**config.mk**
```make
export PLATFORM = sky130hd
export DESIGN_NAME = pgg_back
export DESIGN_NICKNAME = d
export VERILOG_FILES = /design/src/rtl/pgg_pkg.sv /design/src/rtl/pgg_back.sv
export SDC_FILE = /design/constraint.sdc
export NUM_CORES = 2
export LEC_CHECK = 0
export BUFFER_PORTS_ARGS = -buffer_cell sky130_fd_sc_hd__buf_4
export CAP_MARGIN = 25
export CORE_MARGIN = 2
export CORE_UTILIZATION = 40
export CTS_CLUSTER_SIZE = 8
export DETAILED_ROUTE_END_ITERATION = 12
export HOLD_SLACK_MARGIN = 0.06
export PLACE_DENSITY = 0.53
export SYNTH_ARGS = -nofsm -noshare
export SYNTH_HDL_FRONTEND = slang
export SYNTH_SLANG_ARGS = --single-unit
```
**constraint.sdc**
```tcl
create_clock -name clk -period 12.79 [get_ports clk]
set_input_delay 1.9185 -clock clk [delete_from_list [all_inputs] [get_ports clk]]
set_output_delay 1.9185 -clock clk [all_outputs]
set_load 0.01 [all_outputs]
```
**src/rtl/pgg_pkg.sv**
```systemverilog
package pgg_pkg;

  localparam int UNIFORM_BITS_DEFAULT = 16;
  localparam int QUEUE_DEPTH_DEFAULT  = 4;
  localparam int CFG_INDEX_W          = 8;
  localparam int CFG_DATA_W           = 16;
  localparam int SAMPLE_W             = 24;

  localparam logic [CFG_INDEX_W-1:0] REG_MEAN_OFFSET = 8'd0;
  localparam logic [CFG_INDEX_W-1:0] REG_STD_SCALE   = 8'd1;

  localparam logic [CFG_DATA_W-1:0] MEAN_OFFSET_RESET = 16'd0;
  localparam logic [CFG_DATA_W-1:0] STD_SCALE_RESET   = 16'd256;

  // round(2 ln 2 * 2^30)
  localparam logic [30:0] LN2X2 = 31'd1488522236;

  localparam logic signed [32:0] SAMPLE_MAX = 33'sd8388607;
  localparam logic signed [32:0] SAMPLE_MIN = -33'sd8388608;

  // Both coordinates as sign and Q1.31 magnitude.
  typedef struct packed {
    logic        neg1;
    logic [31:0] mag1;
    logic        neg2;
    logic [31:0] mag2;
  } pair_t;

  // Front end result: dividend and normalised divisor for the scale factor.
  typedef struct packed {
    logic        valid;
    pair_t       pair;
    logic [4:0]  h;
    logic [30:0] m;
    logic [53:0] num;
  } front_t;

  // One accepted pair ready for sample generation.
  typedef struct packed {
    pair_t       pair;
    logic [4:0]  h;
    logic [23:0] g;
  } item_t;

endpackage

```
**src/rtl/pgg_back.sv**
```systemverilog
module pgg_back import pgg_pkg::*; (
  input  logic                  clk,
  input  logic                  rst,
  input  logic                  head_valid,
  input  item_t                 head_item,
  input  logic [CFG_DATA_W-1:0] mean_offset,
  input  logic [CFG_DATA_W-1:0] std_scale,
  input  logic                  out_ready,
  output logic                  pop,
  output logic                  out_valid,
  output logic [SAMPLE_W-1:0]   out_sample,
  output logic                  out_last
);

  logic b_adv, issue, sel;
  assign b_adv = !out_valid || out_ready;
  assign issue = b_adv && head_valid;
  // sel high: second coordinate goes out now, then the item leaves the queue
  assign pop   = issue && sel;

  logic        x_valid, x_neg, x_last;
  logic [55:0] x_prod;
  logic [4:0]  x_h;
  logic        y_valid, y_neg, y_last;
  logic [44:0] y_p;

  logic [31:0] mag_sel;
  assign mag_sel = sel ? head_item.pair.mag2 : head_item.pair.mag1;

  logic [63:0] zsh;
  logic [28:0] zmag;
  assign zsh  = 64'(x_prod) << x_h;
  assign zmag = zsh[63:35];

  logic [45:0]        rsum;
  logic [29:0]        rmag;
  logic signed [32:0] rsgn, rtot;
  assign rsum = 46'(y_p) + 46'h8000;
  assign rmag = rsum[45:16];
  assign rsgn = y_neg ? -$signed({3'b000, rmag}) : $signed({3'b000, rmag});
  assign rtot = rsgn + $signed({{17{mean_offset[CFG_DATA_W-1]}}, mean_offset});

  always_ff @(posedge clk) begin
    if (rst) begin
      sel       <= 1'b0;
      x_valid   <= 1'b0;
      y_valid   <= 1'b0;
      out_valid <= 1'b0;
    end else begin
      if (issue) begin
        sel <= ~sel;
      end
      if (b_adv) begin
        x_valid   <= issue;
        y_valid   <= x_valid;
        out_valid <= y_valid;
      end
    end
    if (b_adv) begin
      x_prod <= 56'(mag_sel) * 56'(head_item.g);
      x_h    <= head_item.h;
      x_neg  <= sel ? head_item.pair.neg2 : head_item.pair.neg1;
      x_last <= sel;
      y_p    <= 45'(zmag) * 45'(std_scale);
      y_neg  <= x_neg;
      y_last <= x_last;
      if (rtot > SAMPLE_MAX) begin
        out_sample <= SAMPLE_MAX[SAMPLE_W-1:0];
      end else if (rtot < SAMPLE_MIN) begin
        out_sample <= SAMPLE_MIN[SAMPLE_W-1:0];
      end else begin
        out_sample <= rtot[SAMPLE_W-1:0];
      end
      out_last <= y_last;
    end
  end

endmodule

```
==> metrics.md <==
| Metric | Value |
|---|---|
| Crit path top cell by count | `fa_1` |
| Setup Viol. Count Final | `0` |
| DRT Wirelength | `~140000 microns` |
| Post-synth EDFFs | `~120` |
| Post-CTS Resized | `0` |
| CP startpoint kind | `register` |
| Slowest CP cell | `edfxtp_1` |
| DP HPWL | `between 100000 and 150000 microns` |
| CTS buffer count | `17` |
| Vias in the first global route | `39158` |
| Worst Path Required | `between 10 and 15 ns` |
| Synth area leader | `fa_1` |
| Worst path arrival time | `10.03 ns` |
| Later-pin clock latency in the skew report | `around 0.45 ns` |
| Ys async rst share | `0%` |
| Die width | `approximately 350 microns` |
| Placer Congestion | `~0.87` |
| Total core area | `between 0.1 and 0.15 sq mm` |
| Post-synth top cells | `inv_1 (1143), fa_1 (1034), nand2_1 (896)` |
| Initial antenna violation count | `1` |
| Syn nets | `around 7000` |
| Clk pin slew, worst setup/hold paths | `0.06 ns` |
| Highest Clock Rate | `between 0.1 and 0.15 GHz` |
| Vias/cell | `between 5 and 6` |
| # rows | `around 130` |
| Worst-path fanout max | `44` |
| Run status | `finished, final reports clean` |
| Vias | `36459` |
| Worst-Margin Slew | `1.09 ns` |
| Initial DRC Count | `2303` |
| Period utilisation layout | `between 70% and 80%` |
| Normalized max-slew margin | `between 20 and 30%` |
| First-pass GRT wire length | `about 220000 microns` |
| Count of pins over their slew limit | `0` |
| Hold Fails Final Rpt | `0` |
| Crit-path max cell delay | `between 0.6 and 0.7 ns` |
| Port Buffer Count | `~160` |
| WS Path Type | `register to register` |
| Die height | `between 300 and 400 microns` |
| ANT nets after route | `0` |
| Syn_area_per_cell | `about 8.9 sq um` |
| RSZ-0062 raised after global routing | `no` |
| Die area | `between 0.1 and 0.15 sq mm` |
| CP endpoint kind | `register` |
| #FFs+latches synth | `between 100 and 150` |
| Initial Util | `between 40% and 50%` |
| Total GRT Usage | `22.2%` |
| Mapped cell area | `0.0490 sq mm` |
| Most numerous cell in the Yosys netlist | `inv_1` |
| Clock skew | `0.0149 ns` |
| Synth warn | `0` |
| Root Buffer | `clkbuf_16` |
| CTS tree | `built` |
| Final Critical Period | `9.85 ns` |
| Layout cells sized above 1 | `around 6.4%` |
| Postcts setup bufs | `0` |
| Num Clock Sinks | `120` |
| Clock buffer depth | `2` |
| WL/cell | `between 15 and 20 microns` |
| Grt total ovfl | `0` |
| Dominant synthesized flop cell | `edfxtp_1` |
| Area growth syn-to-layout | `6.18%` |
| Gate Count Post-Synth | `between 5000 and 6000` |
| Setup tns final | `0 ns` |
| # IOs | `158` |
| Pin count of the biggest net entering global routing | `65` |
| Tightest Hold Check Type | `register to register` |
| Library cells used by synthesis | `just under 90` |
| Nets@finish | `a little under 7000` |
| Number of remaining DRC errors | `0` |
| Critical path buffers and inverters | `6` |
| Hold buffers post-CTS | `0` |
| Area contributors post-synth | `fa_1 (42%), inv_1 (8.8%), ha_1 (8.4%), edfxtp_1 (7.1%), nand2_1 (6.9%)` |
| # Max-Cap Violations | `0` |
| Number of diodes | `0` |
| CP delay by family, top | `adder cells` |
| Sequential share of the synthesized area | `7.27%` |
| TritonRoute pass-1 iters | `5` |
| Top cell type's share of synthesized area | `roughly 42%` |
| Finished Core Util | `between 40% and 50%` |
| H-tree depth | `4` |
-- final timing paths --
path	startpoint	depth (start not counted)	endpoint	slack (ns)
setup / recovery	x_h[1]	30	y_p[38]	2.94
hold / removal	x_neg	0	y_neg	0.42
setup reg to reg	x_h[1]	30	y_p[38]	2.94
hold reg to reg	x_neg	0	y_neg	0.42
-- worst reg2reg max path, delay by kind of cell (launching register included) --
family / cells / cell delay, ns
DFF: 1 / 0.64
adders and majority gates: 7 / 3.28
buffers and inverters: 6 / 0.95
and+or+nand+nor: 3 / 0.75
AOI/OAI and AO/OA: 11 / 2.85
xor gates and xnor gates: 1 / 0.18
muxes: 2 / 0.92
-- logic make-up (layout without fill, tap and decap cells) --
kind of cell	after synthesis	count (layout)	synth area share, %
AND/OR/NAND/NOR	1761	1761	17.3
buffers and inverters	1443	1372	11.1
adder cells (fa/ha/maj)	1361	1361	50.6
AO/OA/AOI/OAI	534	534	7.14
XOR/XNOR	169	169	3.08
multiplexers	129	129	3.50
flip-flops	120	120	7.27
-- metrics by stage --
| stage | worst slack, ns | std cells | hold WS [ns] | cell area, sq um |
|---|---|---|---|---|
| after floorplan | 3.79 | 5517 | 0.400 | 49000 |
| after global placement | 2.63 | 7037 | 0.404 | 51400 |
| after detailed placement | 2.55 | 7037 | 0.407 | 51400 |
| after CTS | 2.92 | 7069 | 0.422 | 52000 |
| after global routing | 2.44 | 7071 | 0.422 | 52000 |
| final | 2.94 | 7071 | 0.421 | 52000 |
-- per-layer routing --
layer	up-vias	GRT usage, %	share of wire [%]
met3	136	2.85	5.3
li1	16599	-	-
met5	-	0	0
met4	0	4.71	1.9
met2	927	37.3	48
met1	18797	30.8	45
-- layout make-up --
type / instances / area, sq um
Fill cell: 12285 / 69700
Timing Repair Buffer: 196 / 1480
Tap cell: 1625 / 2030
Clock buffer: 18 / 429
Clock inverter: 14 / 196
Inverter: 1144 / 4300
Multi-Input combinational cell: 3954 / 40000
Sequential cell: 120 / 3560
-- placed cells by master (no fill, tap or decap), types with 24 or more instances in the layout --
cell type / n
a21o_1: 92
a21oi_1: 147
and2_1: 445
and3_1: 24
buf_4: 194
edfxtp_1: 116
fa_1: 1034
ha_1: 327
inv_1: 1142
mux2_2: 50
mux2i_1: 50
mux4_2: 29
nand2_1: 896
nand2b_1: 33
nand3_1: 47
nor2_1: 126
nor2b_1: 64
nor3_1: 33
o21a_1: 26
o21ai_0: 86
xnor2_1: 118
xor2_1: 49
-- state kept, by name, summed over array words and instances, names as in the netlist, 5 cells and up --
signal / flops
x_h: 5
out_sample: 24
x_prod: 52
y_p: 30
Power is left out: the tool's default activity adds up to more than one toggle a clock period on the data nets, which glitch-free logic cannot reach.
