`src/rtl/pgg_pkg.sv`:
```
package pgg_pkg;

  localparam int UNIFORM_BITS_DEFAULT = 16;
  localparam int QUEUE_DEPTH_DEFAULT  = 4;
  localparam int CFG_INDEX_W          = 8;
  localparam int CFG_DATA_W           = 16;
  localparam int SAMPLE_W             = 24;

  localparam logic [CFG_INDEX_W-1:0] REG_MEAN_OFFSET = 8'd0;
  localparam logic [CFG_INDEX_W-1:0] REG_STD_SCALE   = 8'd1;

  localparam logic [CFG_DATA_W-1:0] MEAN_OFFSET_RESET = 16'd0;
  localparam logic [CFG_DATA_W-1:0] STD_SCALE_RESET   = 16'd256;

  // round(2 ln 2 * 2^30)
  localparam logic [30:0] LN2X2 = 31'd1488522236;

  localparam logic signed [32:0] SAMPLE_MAX = 33'sd8388607;
  localparam logic signed [32:0] SAMPLE_MIN = -33'sd8388608;

  // Both coordinates as sign and Q1.31 magnitude.
  typedef struct packed {
    logic        neg1;
    logic [31:0] mag1;
    logic        neg2;
    logic [31:0] mag2;
  } pair_t;

  // Front end result: dividend and normalised divisor for the scale factor.
  typedef struct packed {
    logic        valid;
    pair_t       pair;
    logic [4:0]  h;
    logic [30:0] m;
    logic [53:0] num;
  } front_t;

  // One accepted pair ready for sample generation.
  typedef struct packed {
    pair_t       pair;
    logic [4:0]  h;
    logic [23:0] g;
  } item_t;

endpackage

```
`src/rtl/pgg_queue.sv`:
```
module pgg_queue import pgg_pkg::*; #(
  parameter int DEPTH = QUEUE_DEPTH_DEFAULT
) (
  input  logic  clk,
  input  logic  rst,
  input  logic  push,
  input  item_t push_item,
  input  logic  pop,
  output logic  full,
  output logic  head_valid,
  output item_t head_item
);

  localparam int PTR_W = (DEPTH > 1) ? $clog2(DEPTH) : 1;
  localparam int CNT_W = $clog2(DEPTH + 1);

  item_t            mem [DEPTH];
  logic [PTR_W-1:0] wr_ptr, rd_ptr;
  logic [CNT_W-1:0] count;

  assign full       = (count == CNT_W'(DEPTH));
  assign head_valid = (count != '0);
  assign head_item  = mem[rd_ptr];

  always_ff @(posedge clk) begin
    if (push) begin
      mem[wr_ptr] <= push_item;
    end
  end

  always_ff @(posedge clk) begin
    if (rst) begin
      wr_ptr <= '0;
      rd_ptr <= '0;
      count  <= '0;
    end else begin
      if (push) begin
        wr_ptr <= (wr_ptr == PTR_W'(DEPTH - 1)) ? '0 : wr_ptr + 1'b1;
      end
      if (pop) begin
        rd_ptr <= (rd_ptr == PTR_W'(DEPTH - 1)) ? '0 : rd_ptr + 1'b1;
      end
      if (push && !pop) begin
        count <= count + 1'b1;
      end else if (pop && !push) begin
        count <= count - 1'b1;
      end
    end
  end

endmodule

```
`config.mk`:
```
export PLATFORM = sky130hd
export DESIGN_NAME = pgg_queue
export DESIGN_NICKNAME = d
export VERILOG_FILES = /design/src/rtl/pgg_pkg.sv /design/src/rtl/pgg_queue.sv
export SDC_FILE = /design/constraint.sdc
export NUM_CORES = 1
export LEC_CHECK = 0
export ABC_AREA = 1
export ABC_CLOCK_PERIOD_IN_PS = 3650
export BUFFER_PORTS_ARGS = -buffer_cell sky130_fd_sc_hd__buf_4
export CORE_MARGIN = 1.5
export CORE_UTILIZATION = 40
export DETAILED_ROUTE_END_ITERATION = 8
export GPL_TIMING_DRIVEN = 0
export HOLD_SLACK_MARGIN = 0.03
export PLACE_DENSITY = 0.61
export SKIP_LAST_GASP = 1
export SLEW_MARGIN = 20
export SYNTH_ARGS = -nofsm -noshare
export SYNTH_HDL_FRONTEND = slang
export SYNTH_SLANG_ARGS = --single-unit
```
`constraint.sdc`:
```
create_clock -name clk -period 3.65 [get_ports clk]
set_clock_uncertainty 0.05 [all_clocks]
set_input_delay 0.365 -clock clk [delete_from_list [all_inputs] [get_ports clk]]
set_output_delay 0.365 -clock clk [all_outputs]
set_load 0.01 [all_outputs]
```
==> results.py, run 1 <==
metrics = {
    "run_status": {
        "status": "finished, violations left",
        "violations": "design-rule violations",
    },
    "timing": {
        "tightest_slew_ns": 0.582,
        "fmax_mhz": 370,
        "final_max_slew_viol_count": 0,
        "min_period_ns": 2.70,
        "fin_crit_sh_pct": 74.0,
        "hold_viol": 0,
        "setup_ws_ns": 0.949,
        "rsz0062_at_grt": "no",
        "setup_viol": 0,
        "timing.slew.headroom_pct": 61.2,
    },
    "logic_synthesis": {
        "synth-seq-cells": 389,
        "netlist.area_leader.share_pct": 78.6,
        "synthTopCellsByCount": "edfxtp_1 (380), nor2_1 (199), o21ai_0 (179)",
        "synth_area_mm2": 0.0145,
        "synth.area.top_cells": "edfxtp_1 (79%), o21ai_0 (6.2%), nor2_1 (5.1%)",
        "ys.flop_type": "edfxtp_1",
        "yosysSeqAreaShare_pct": 79.8,
        "synth_edf_count": 380,
        "synth_top_area_cell": "edfxtp_1",
        "synth_cells": 978,
        "synth_fp_nets": 1084,
        "async_reset_ff_share_pct": 0,
        "synthDistinctLibCells": 23,
        "synth_area_per_cell_um2": 14.9,
        "yosysMostFrequentCell": "edfxtp_1",
        "ys_warn_count": 0,
    },
    "floorplanning": {
        "coreArea_mm2": 0.0357,
        "fp.dieH_um": 194,
        "start_util_pct": 40.7,
        "die_w_um": 194,
        "io_pins": 196,
        "rows": 69,
        "die_area_mm2": 0.0375,
    },
    "clock_network": {
        "cts_tree": "built",
        "cts_resized": 0,
        "numCtsBuffers": 41,
        "cts_root_buf": "clkbuf_16",
        "cts.clk_slew.worst_paths_ns": 0.06,
        "cts.sinks": 389,
        "cts_max_path_buffers": 3,
        "cts_max_level": 2,
        "clk_latency_ns": 0.52,
    },
    "pwr": {
        "p_leak_nw": 6.75,
        "powerDensity_mw_per_mm2": 546,
        "vdd_drop_max_mv": 0.441,
    },
    "setup_path": {
        "critPathCaptureType": "output port",
        "worstPathArrival_ns": 2.29,
        "path_max_fanout": 10,
        "rr_worst_depth": 5,
        "cp_data_required_time_ns": 3.23,
        "critPathKind": "flip-flop to output port",
        "startpoint_type": "flip-flop",
    },
    "final_layout": {
        "drive_above_1_share_pct": 22.5,
        "fill_cells": 2917,
        "fin_nets": 1422,
        "ff_latch_area_mm2": 0.0116,
        "final_util_pct": 53.2,
        "multi_input_area_mm2": 0.00249,
        "syn_to_final_growth_pct": 30.5,
    },
    "drt": {
        "wl_per_cell_um": 19.2,
        "ant_nets": 0,
        "vias_per_cell": 5.08,
        "via_count": 9183,
        "drtIter0Drc": 562,
        "routed_wl_um": 34700,
        "drc": 20,
        "first_pass_iters": 7,
    },
    "placement": {
        "dpl.hpwl_um": 20400,
        "gp_congestion": 0.731,
        "dp_slack_ns": 1.52,
        "port_buffers": 195,
    },
    "global_routing": {
        "grt_first_pass_wirelength_um": 53500,
        "antenna_found_initial": 1,
        "grt_pass1_vias": 9440,
        "overflow": 0,
        "grt_max_degree": 50,
        "track_usage_pct": 18.4,
    },
    "min_path": {
        "worstHoldPathType": "input pin to flip-flop",
        "hold_depth": 3,
    },
    "run": {
        "maxCapViolations": 0,
    },
}
critical path, stage by stage, from the launching register on:
cell	delay (ns)
dfxtp_1	0.33
buf_6	0.18
inv_6	0.16
clkbuf_1	0.47
o21ai_0	0.16
o22ai_1	0.28
buf_4	0.19
registers in the layout (all words and copies together), names as in the netlist, named ones only:
register,count
rd_ptr,2
wr_ptr,2
count,3
mem,380
per-layer routing:
layer / vias up / share of wire, % / global-route usage, %
li1: 4372 / - / -
met5: - / 0 / 0
met4: 0 / 2.0 / 5.02
met3: 55 / 6.5 / 3.97
met1: 4467 / 43 / 24.5
met2: 289 / 49 / 30.8
power breakdown:
| part | leakage (nW) | internal (mW) | switching [mW] |
|---|---|---|---|
| Combinational | 2.56 | 0.523 | 0.702 |
| Clock | 0.628 | 2.34 | 1.62 |
| Sequential | 3.56 | 5.11 | 0.0433 |
what timing repair did:
item                      in CTS  in global routing
hold buffers                  96                  0
hold endpoints to repair     384                  0
buffers inserted               0                  0
logic make-up after synthesis:
| family | Yosys count | share of synthesized area (%) |
|---|---|---|
| adder cells (fa/ha/maj) | 7 | 0.655 |
| buffers and inverters | 77 | 3.09 |
| flip-flops | 389 | 79.8 |
| AO/OA/AOI/OAI | 291 | 10.8 |
| XOR/XNOR | 1 | 0.0603 |
| AND/OR/NAND/NOR | 213 | 5.56 |
worst paths after layout:
check / endpoint / start / slack, ns
worst max-delay path: head_item[83] / flip-flop / 0.95
worst min-delay path: rd_ptr[1]$_SDFFE_PP0P_ / pop / 0.14
worst max register to register: mem[0][42]$_DFFE_PP_ / wr_ptr[0]$_SDFFE_PP0P_ / 1.75
worst min register to register: wr_ptr[1]$_SDFFE_PP0P_ / wr_ptr[1]$_SDFFE_PP0P_ / 0.47
area by class of cell:
cell class,count,area share (%)
Sequential cell,389,61.2
Clock buffer,57,6.28
Tap cell,461,3.04
Inverter,16,0.449
Timing Repair Buffer,295,13.4
Multi-Input combinational cell,512,13.1
Antenna cell,2,0.0264
Buffer,61,2.03
Clock inverter,13,0.528
placed cells by master (no fill, tap or decap), drive strengths merged:
cell type | netlist | final
a21oi | 3 | 3
buf | 32 | 231
bufinv | 0 | 1
clkbuf | 29 | 86
clkinv | 0 | 10
clkinvlp | 0 | 1
dfxtp | 9 | 9
diode | 0 | 2
dlygate4sd3 | 0 | 96
edfxtp | 380 | 380
fa | 1 | 1
ha | 6 | 6
inv | 16 | 17
nand2 | 9 | 9
nand3 | 1 | 1
nand4 | 1 | 1
nor2 | 199 | 199
nor3 | 3 | 3
o21ai | 193 | 193
o22ai | 95 | 95
xor2 | 1 | 1
per-stage QoR:
step | hold slack [ns] | power [mW] | cells | setup TNS, ns | area (µm²)
after CTS | 0.118 | 10.4 | 1804 | 0 | 18900
final | 0.140 | 10.3 | 1806 | 0 | 19000
after floorplan | 0.387 | 5.78 | 978 | 0 | 14500
after global placement | 0.462 | 6.39 | 1634 | -295.18 | 16600
after detailed placement | 0.478 | 6.40 | 1638 | 0 | 16700
after global routing | 0.161 | 10.7 | 1805 | 0 | 19000
Power figures use the tool's default switching activity.
==> run 2, diff against run 1 <==
--- a/config.mk
+++ b/config.mk
@@ -6,7 +6,7 @@
 export NUM_CORES = 1
 export LEC_CHECK = 0
 export ABC_AREA = 1
-export ABC_CLOCK_PERIOD_IN_PS = 3650
+export ABC_CLOCK_PERIOD_IN_PS = 2600
 export BUFFER_PORTS_ARGS = -buffer_cell sky130_fd_sc_hd__buf_4
 export CORE_MARGIN = 1.5
 export CORE_UTILIZATION = 40
==> constraint.sdc (replaced) <==
create_clock -name clk -period 2.6 [get_ports clk]
set_clock_uncertainty 0.05 [all_clocks]
set_input_delay 0.26 -clock clk [delete_from_list [all_inputs] [get_ports clk]]
set_output_delay 0.26 -clock clk [all_outputs]
set_load 0.01 [all_outputs]
==> results.py, run 2 (synthesized netlist as in run 1, its figures left out) <==
metrics = {
    "drt": {
        "wl_per_cell_um": 19.1,
        "via_count": 9280,
        "drc": 12,
        "drtIter0Drc": 502,
        "vias_per_cell": 5.10,
        "ant_nets": 0,
        "first_pass_iters": 7,
        "routed_wl_um": 34700,
    },
    "global_routing": {
        "track_usage_pct": 18.4,
        "antenna_found_initial": 1,
        "grt_pass1_vias": 9455,
        "overflow": 0,
        "grt_max_degree": 29,
        "grt_first_pass_wirelength_um": 53300,
    },
    "timing": {
        "fmax_mhz": 403,
        "setup_viol": 0,
        "tightest_slew_ns": 0.611,
        "timing.slew.headroom_pct": 59.2,
        "rsz0062_at_grt": "yes",
        "fin_crit_sh_pct": 95.4,
        "hold_viol": 0,
        "whs_ns": 0.433,
        "min_period_ns": 2.48,
        "setup_ws_ns": 0.120,
        "final_max_slew_viol_count": 0,
    },
    "clock_network": {
        "cts_max_level": 2,
        "cts.sinks": 389,
        "cts_tree": "built",
        "cts_max_path_buffers": 3,
        "numCtsBuffers": 41,
        "cts_root_buf": "clkbuf_16",
        "cts.clk_slew.worst_paths_ns": 0.06,
        "clk_latency_ns": 0.51,
    },
    "floorplanning": {
        "io_pins": 196,
        "start_util_pct": 40.7,
        "rows": 69,
        "die_area_mm2": 0.0375,
        "coreArea_mm2": 0.0357,
        "fp.dieH_um": 194,
        "die_w_um": 194,
    },
    "final_layout": {
        "layout_commonest_cell": "edfxtp_1",
        "fill_cells": 2891,
        "largest-register": "mem",
        "drive_above_1_share_pct": 23.4,
        "syn_to_final_growth_pct": 31.8,
        "reg.largest.list": "mem (380), count (3)",
        "mostFrequentLayoutCells": "edfxtp_1 (380), nor2_1 (199), buf_4 (197)",
        "finalNonFillerCells": 1819,
        "fin_nets": 1434,
        "largest_register_ffs": 380,
    },
    "pwr": {
        "p_leak_nw": 6.82,
        "vdd_drop_max_mv": 0.629,
        "powerDensity_mw_per_mm2": 759,
        "power_mw": 14.5,
    },
    "setup_path": {
        "cp_data_required_time_ns": 2.29,
        "startpoint_type": "flip-flop",
        "rr_worst_depth": 6,
        "critPathKind": "flip-flop to output port",
        "critPathCaptureType": "output port",
        "r2r_end": "mem[2][41]$_DFFE_PP_",
        "worstPathArrival_ns": 2.17,
        "reg2reg_from": "wr_ptr[0]$_SDFFE_PP0P_",
        "path_max_fanout": 10,
        "reg2reg_slack_ns": 0.49,
    },
    "placement": {
        "port_buffers": 195,
        "dpl.hpwl_um": 21600,
        "gp_congestion": 0.736,
        "dp.cells": 1648,
        "dp_slack_ns": 0.446,
    },
    "min_path": {
        "whs_endpoint": "mem[3][80]$_DFFE_PP_",
        "hold_start": "push_item[80]",
        "hold_depth": 2,
        "worstHoldPathType": "input pin to flip-flop",
    },
    "run_status": {
        "status": "finished, violations left",
        "violations": "design-rule violations",
    },
    "run": {
        "maxCapViolations": 0,
    },
}
[run 2: worst max path at each step]
stage | startpoint | end | cells after the start | slack, ns
finish | flip-flop | head_item[31] | 6 | 0.12
CTS | flip-flop | head_item[55] | 6 | 0.06
global route | flip-flop | head_item[55] | 6 | -0.01
floorplan | wr_ptr[0]$_SDFFE_PP0P_ | mem[0][0]$_DFFE_PP_ | 4 | 0.05
detailed placement | wr_ptr[0]$_SDFFE_PP0P_ | mem[2][37]$_DFFE_PP_ | 6 | 0.45
global placement | wr_ptr[0]$_SDFFE_PP0P_ | mem[3][38]$_DFFE_PP_ | 3 | -1.24
[run 2: repair_timing]
action,in CTS,in global routing
resized for setup,0,13
hold buffers,98,0
setup buffers,0,0
setup endpoints to repair,0,14
endpoints found under the hold margin,389,0
[run 2: report_power, final]
part | total [mW] | switching [mW] | internal (mW)
registers | 7.23 | 0.0634 | 7.17
clock network | 5.53 | 2.25 | 3.29
logic | 1.76 | 0.994 | 0.767
[run 2: metrics by stage]
step	util, %	cell area (µm²)	TNS, ns
2_1_floorplan	-	14500	0
3_3_place_gp	46.5	16600	-451.72
3_5_place_dp	47.3	16900	0
4_1_cts	53.7	19100	0
5_1_grt	53.7	19100	-0.0244
6_report	53.7	19100	0
[run 2: area by class of cell]
type	count	area, µm²	share of cell area, %
sequential	389	11600	60.6
multi-input combinational	512	2490	13.0
clock inverter	25	225	1.18
buffer	61	392	2.05
antenna	1	2.50	0.0131
timing repair buffer	307	2740	14.3
tap	461	577	3.01
inverter	16	80.1	0.418
clock buffer	47	1050	5.48
[run 2: routing by layer]
layer	track usage (%)	vias to the layer above	part of all wire (%)	wire [µm]
li1	-	4386	-	-
met5	0	-	0	0
met3	4.01	52	6.4	2230
met2	30.8	264	48	16600
met1	24.7	4578	44	15300
met4	4.49	0	1.8	610
[run 2: worst max-delay path, cell delays in order (launching register included)]
cell	delay [ns]
dfxtp_1	0.32
buf_6	0.18
inv_6	0.16
clkbuf_1	0.44
o21ai_0	0.17
o22ai_1	0.21
buf_4	0.17
==> run 3, diff against run 2 <==
--- a/config.mk
+++ b/config.mk
@@ -14,6 +14,7 @@
 export GPL_TIMING_DRIVEN = 0
 export HOLD_SLACK_MARGIN = 0.03
 export PLACE_DENSITY = 0.61
+export REMOVE_ABC_BUFFERS = 1
 export SKIP_LAST_GASP = 1
 export SLEW_MARGIN = 20
 export SYNTH_ARGS = -nofsm -noshare
==> results.py, run 3 (synthesized netlist as in run 1, its figures left out) <==
metrics = {
    "setup_path": {
        "critPathKind": "flip-flop to output port",
        "path_delay_family": "buffers and inverters",
        "cpPeakStageDelay_ns": 0.48,
        "critPathCaptureType": "output port",
        "worst-path-buf-inv": 3,
        "cp_data_required_time_ns": 2.29,
        "cp_cell_sequence": "inv_8, buf_16, o21ai_0, o22ai_1, buf_4",
        "cpMaxStageDelayCell": "dfxtp_4",
        "startpoint_type": "flip-flop",
        "worstPathArrival_ns": 2.19,
        "path_max_fanout": 61,
    },
    "global_routing": {
        "track_usage_pct": 18.2,
        "gr-usage-met1_pct": 23.7,
        "grtUsageMet2_pct": 30.0,
        "grt_max_degree": 96,
        "grt_pass1_vias": 9077,
        "overflow": 0,
        "globalRouteMet3Util_pct": 4.08,
        "top_usage_layer": "met2",
        "antenna_found_initial": 1,
        "grt_first_pass_wirelength_um": 52200,
    },
    "clock_network": {
        "numCtsBuffers": 42,
        "cts_max_path_buffers": 3,
        "cts_tree": "built",
        "cts.sinks": 389,
        "cts_root_buf": "clkbuf_16",
        "cts.clk_slew.worst_paths_ns": 0.06,
        "clk_latency_ns": 0.55,
        "cts_max_level": 2,
    },
    "placement": {
        "dpl.hpwl_um": 16500,
        "gp_congestion": 0.690,
        "port_buffers": 195,
        "place_area_mm2": 0.0165,
        "dp.cells": 1583,
    },
    "timing": {
        "rsz0062_at_grt": "no",
        "tightest_slew_ns": 0.533,
        "setup_viol": 0,
        "timing.slew.headroom_pct": 64.5,
        "final_max_slew_viol_count": 0,
        "min_period_ns": 2.50,
        "hold_viol": 0,
        "finalSetupTns_ns": 0,
        "fmax_mhz": 400,
        "fin_crit_sh_pct": 96.1,
    },
    "run_status": {
        "status": "finished, violations left",
        "violations": "design-rule violations",
    },
    "pwr": {
        "vdd_drop_max_mv": 0.585,
        "p_leak_nw": 6.67,
        "powerDensity_mw_per_mm2": 768,
        "power_mw": 14.5,
    },
    "drt": {
        "ant_nets": 0,
        "via_count": 9048,
        "drc": 12,
        "wl_per_cell_um": 20.1,
        "first_pass_iters": 7,
        "drtIter0Drc": 689,
        "vias_per_cell": 5.13,
        "routed_wl_um": 35400,
    },
    "floorplanning": {
        "coreArea_mm2": 0.0357,
        "start_util_pct": 40.7,
        "die_area_mm2": 0.0375,
        "rows": 69,
        "io_pins": 196,
        "fp.dieH_um": 194,
        "die_w_um": 194,
    },
    "final_layout": {
        "mostFrequentLayoutCells": "edfxtp_1 (380), nor2_1 (199), buf_4 (196)",
        "fin_nets": 1378,
        "largest_register_ffs": 380,
        "fin_area_mm2": 0.0189,
        "layout_commonest_cell": "edfxtp_1",
        "finalNonFillerCells": 1764,
        "largest-register": "mem",
        "syn_to_final_growth_pct": 30.2,
        "antenna_cells": 0,
        "fill_cells": 2967,
        "reg.largest.list": "mem (380), count (3)",
        "drive_above_1_share_pct": 21.3,
    },
    "run": {
        "maxCapViolations": 0,
    },
    "min_path": {
        "worstHoldPathType": "input pin to flip-flop",
    },
}
run 3: layer usage:
| metal | part of all wire, % | up-vias | routed length [µm] |
|---|---|---|---|
| li1 | - | 4278 | - |
| met1 | 44 | 4420 | 15600 |
| met2 | 47 | 287 | 16600 |
| met3 | 6.9 | 61 | 2440 |
| met4 | 2.2 | 2 | 771 |
| met5 | 0.028 | - | 10 |
run 3: worst min-delay path, delay by kind of cell:
kind | cells | cell delay [ns]
buffers and inverters | 2 | 0.64
AND/OR/NAND/NOR | 1 | 0.04
run 3: path summary, 6_finish.rpt:
kind | to | slack [ns] | startpoint | depth (start not counted)
max | head_item[21] | 0.10 | flip-flop | 5
min | wr_ptr[0]$_SDFFE_PP0P_ | 0.39 | rst | 3
max reg2reg | mem[3][42]$_DFFE_PP_ | 0.73 | wr_ptr[0]$_SDFFE_PP0P_ | 4
min reg2reg | wr_ptr[1]$_SDFFE_PP0P_ | 0.48 | wr_ptr[1]$_SDFFE_PP0P_ | 2
run 3: where the power goes:
part	switching, mW	internal (mW)	leakage (nW)
Combinational	0.984	0.737	2.48
Sequential	0.0731	7.17	3.57
Clock	2.34	3.22	0.626
run 3: through the flow:
step | worst slack, ns | utilization [%] | hold WS, ns
after floorplan | -2.42 | - | 0.282
after global placement | -6.55 | 45.4 | 0.410
after detailed placement | -0.0406 | 46.2 | 0.412
after CTS | 0.0302 | 52.9 | 0.358
after global routing | 0.0260 | 53.0 | 0.385
final | 0.101 | 53.0 | 0.386
run 3: timing repair:
action | 4_1_cts | 5_1_grt
gates cloned | 3 | 3
endpoints found under the hold margin | 389 | 0
endpoints found under the setup margin | 95 | 10
gates resized for setup | 6 | 4
buffers inserted | 2 | 0
hold buffers | 98 | 0
run 3: layout make-up:
| class | count | area (µm²) | share of cell area, % |
|---|---|---|---|
| Sequential cell | 389 | 11600 | 61.3 |
| Timing Repair Buffer | 308 | 2810 | 14.8 |
| Multi-Input combinational cell | 512 | 2490 | 13.1 |
| Clock buffer | 57 | 1160 | 6.13 |
| Tap cell | 461 | 577 | 3.05 |
| Clock inverter | 18 | 121 | 0.642 |
| Inverter | 16 | 114 | 0.602 |
| Timing Repair inverter | 3 | 52.6 | 0.278 |
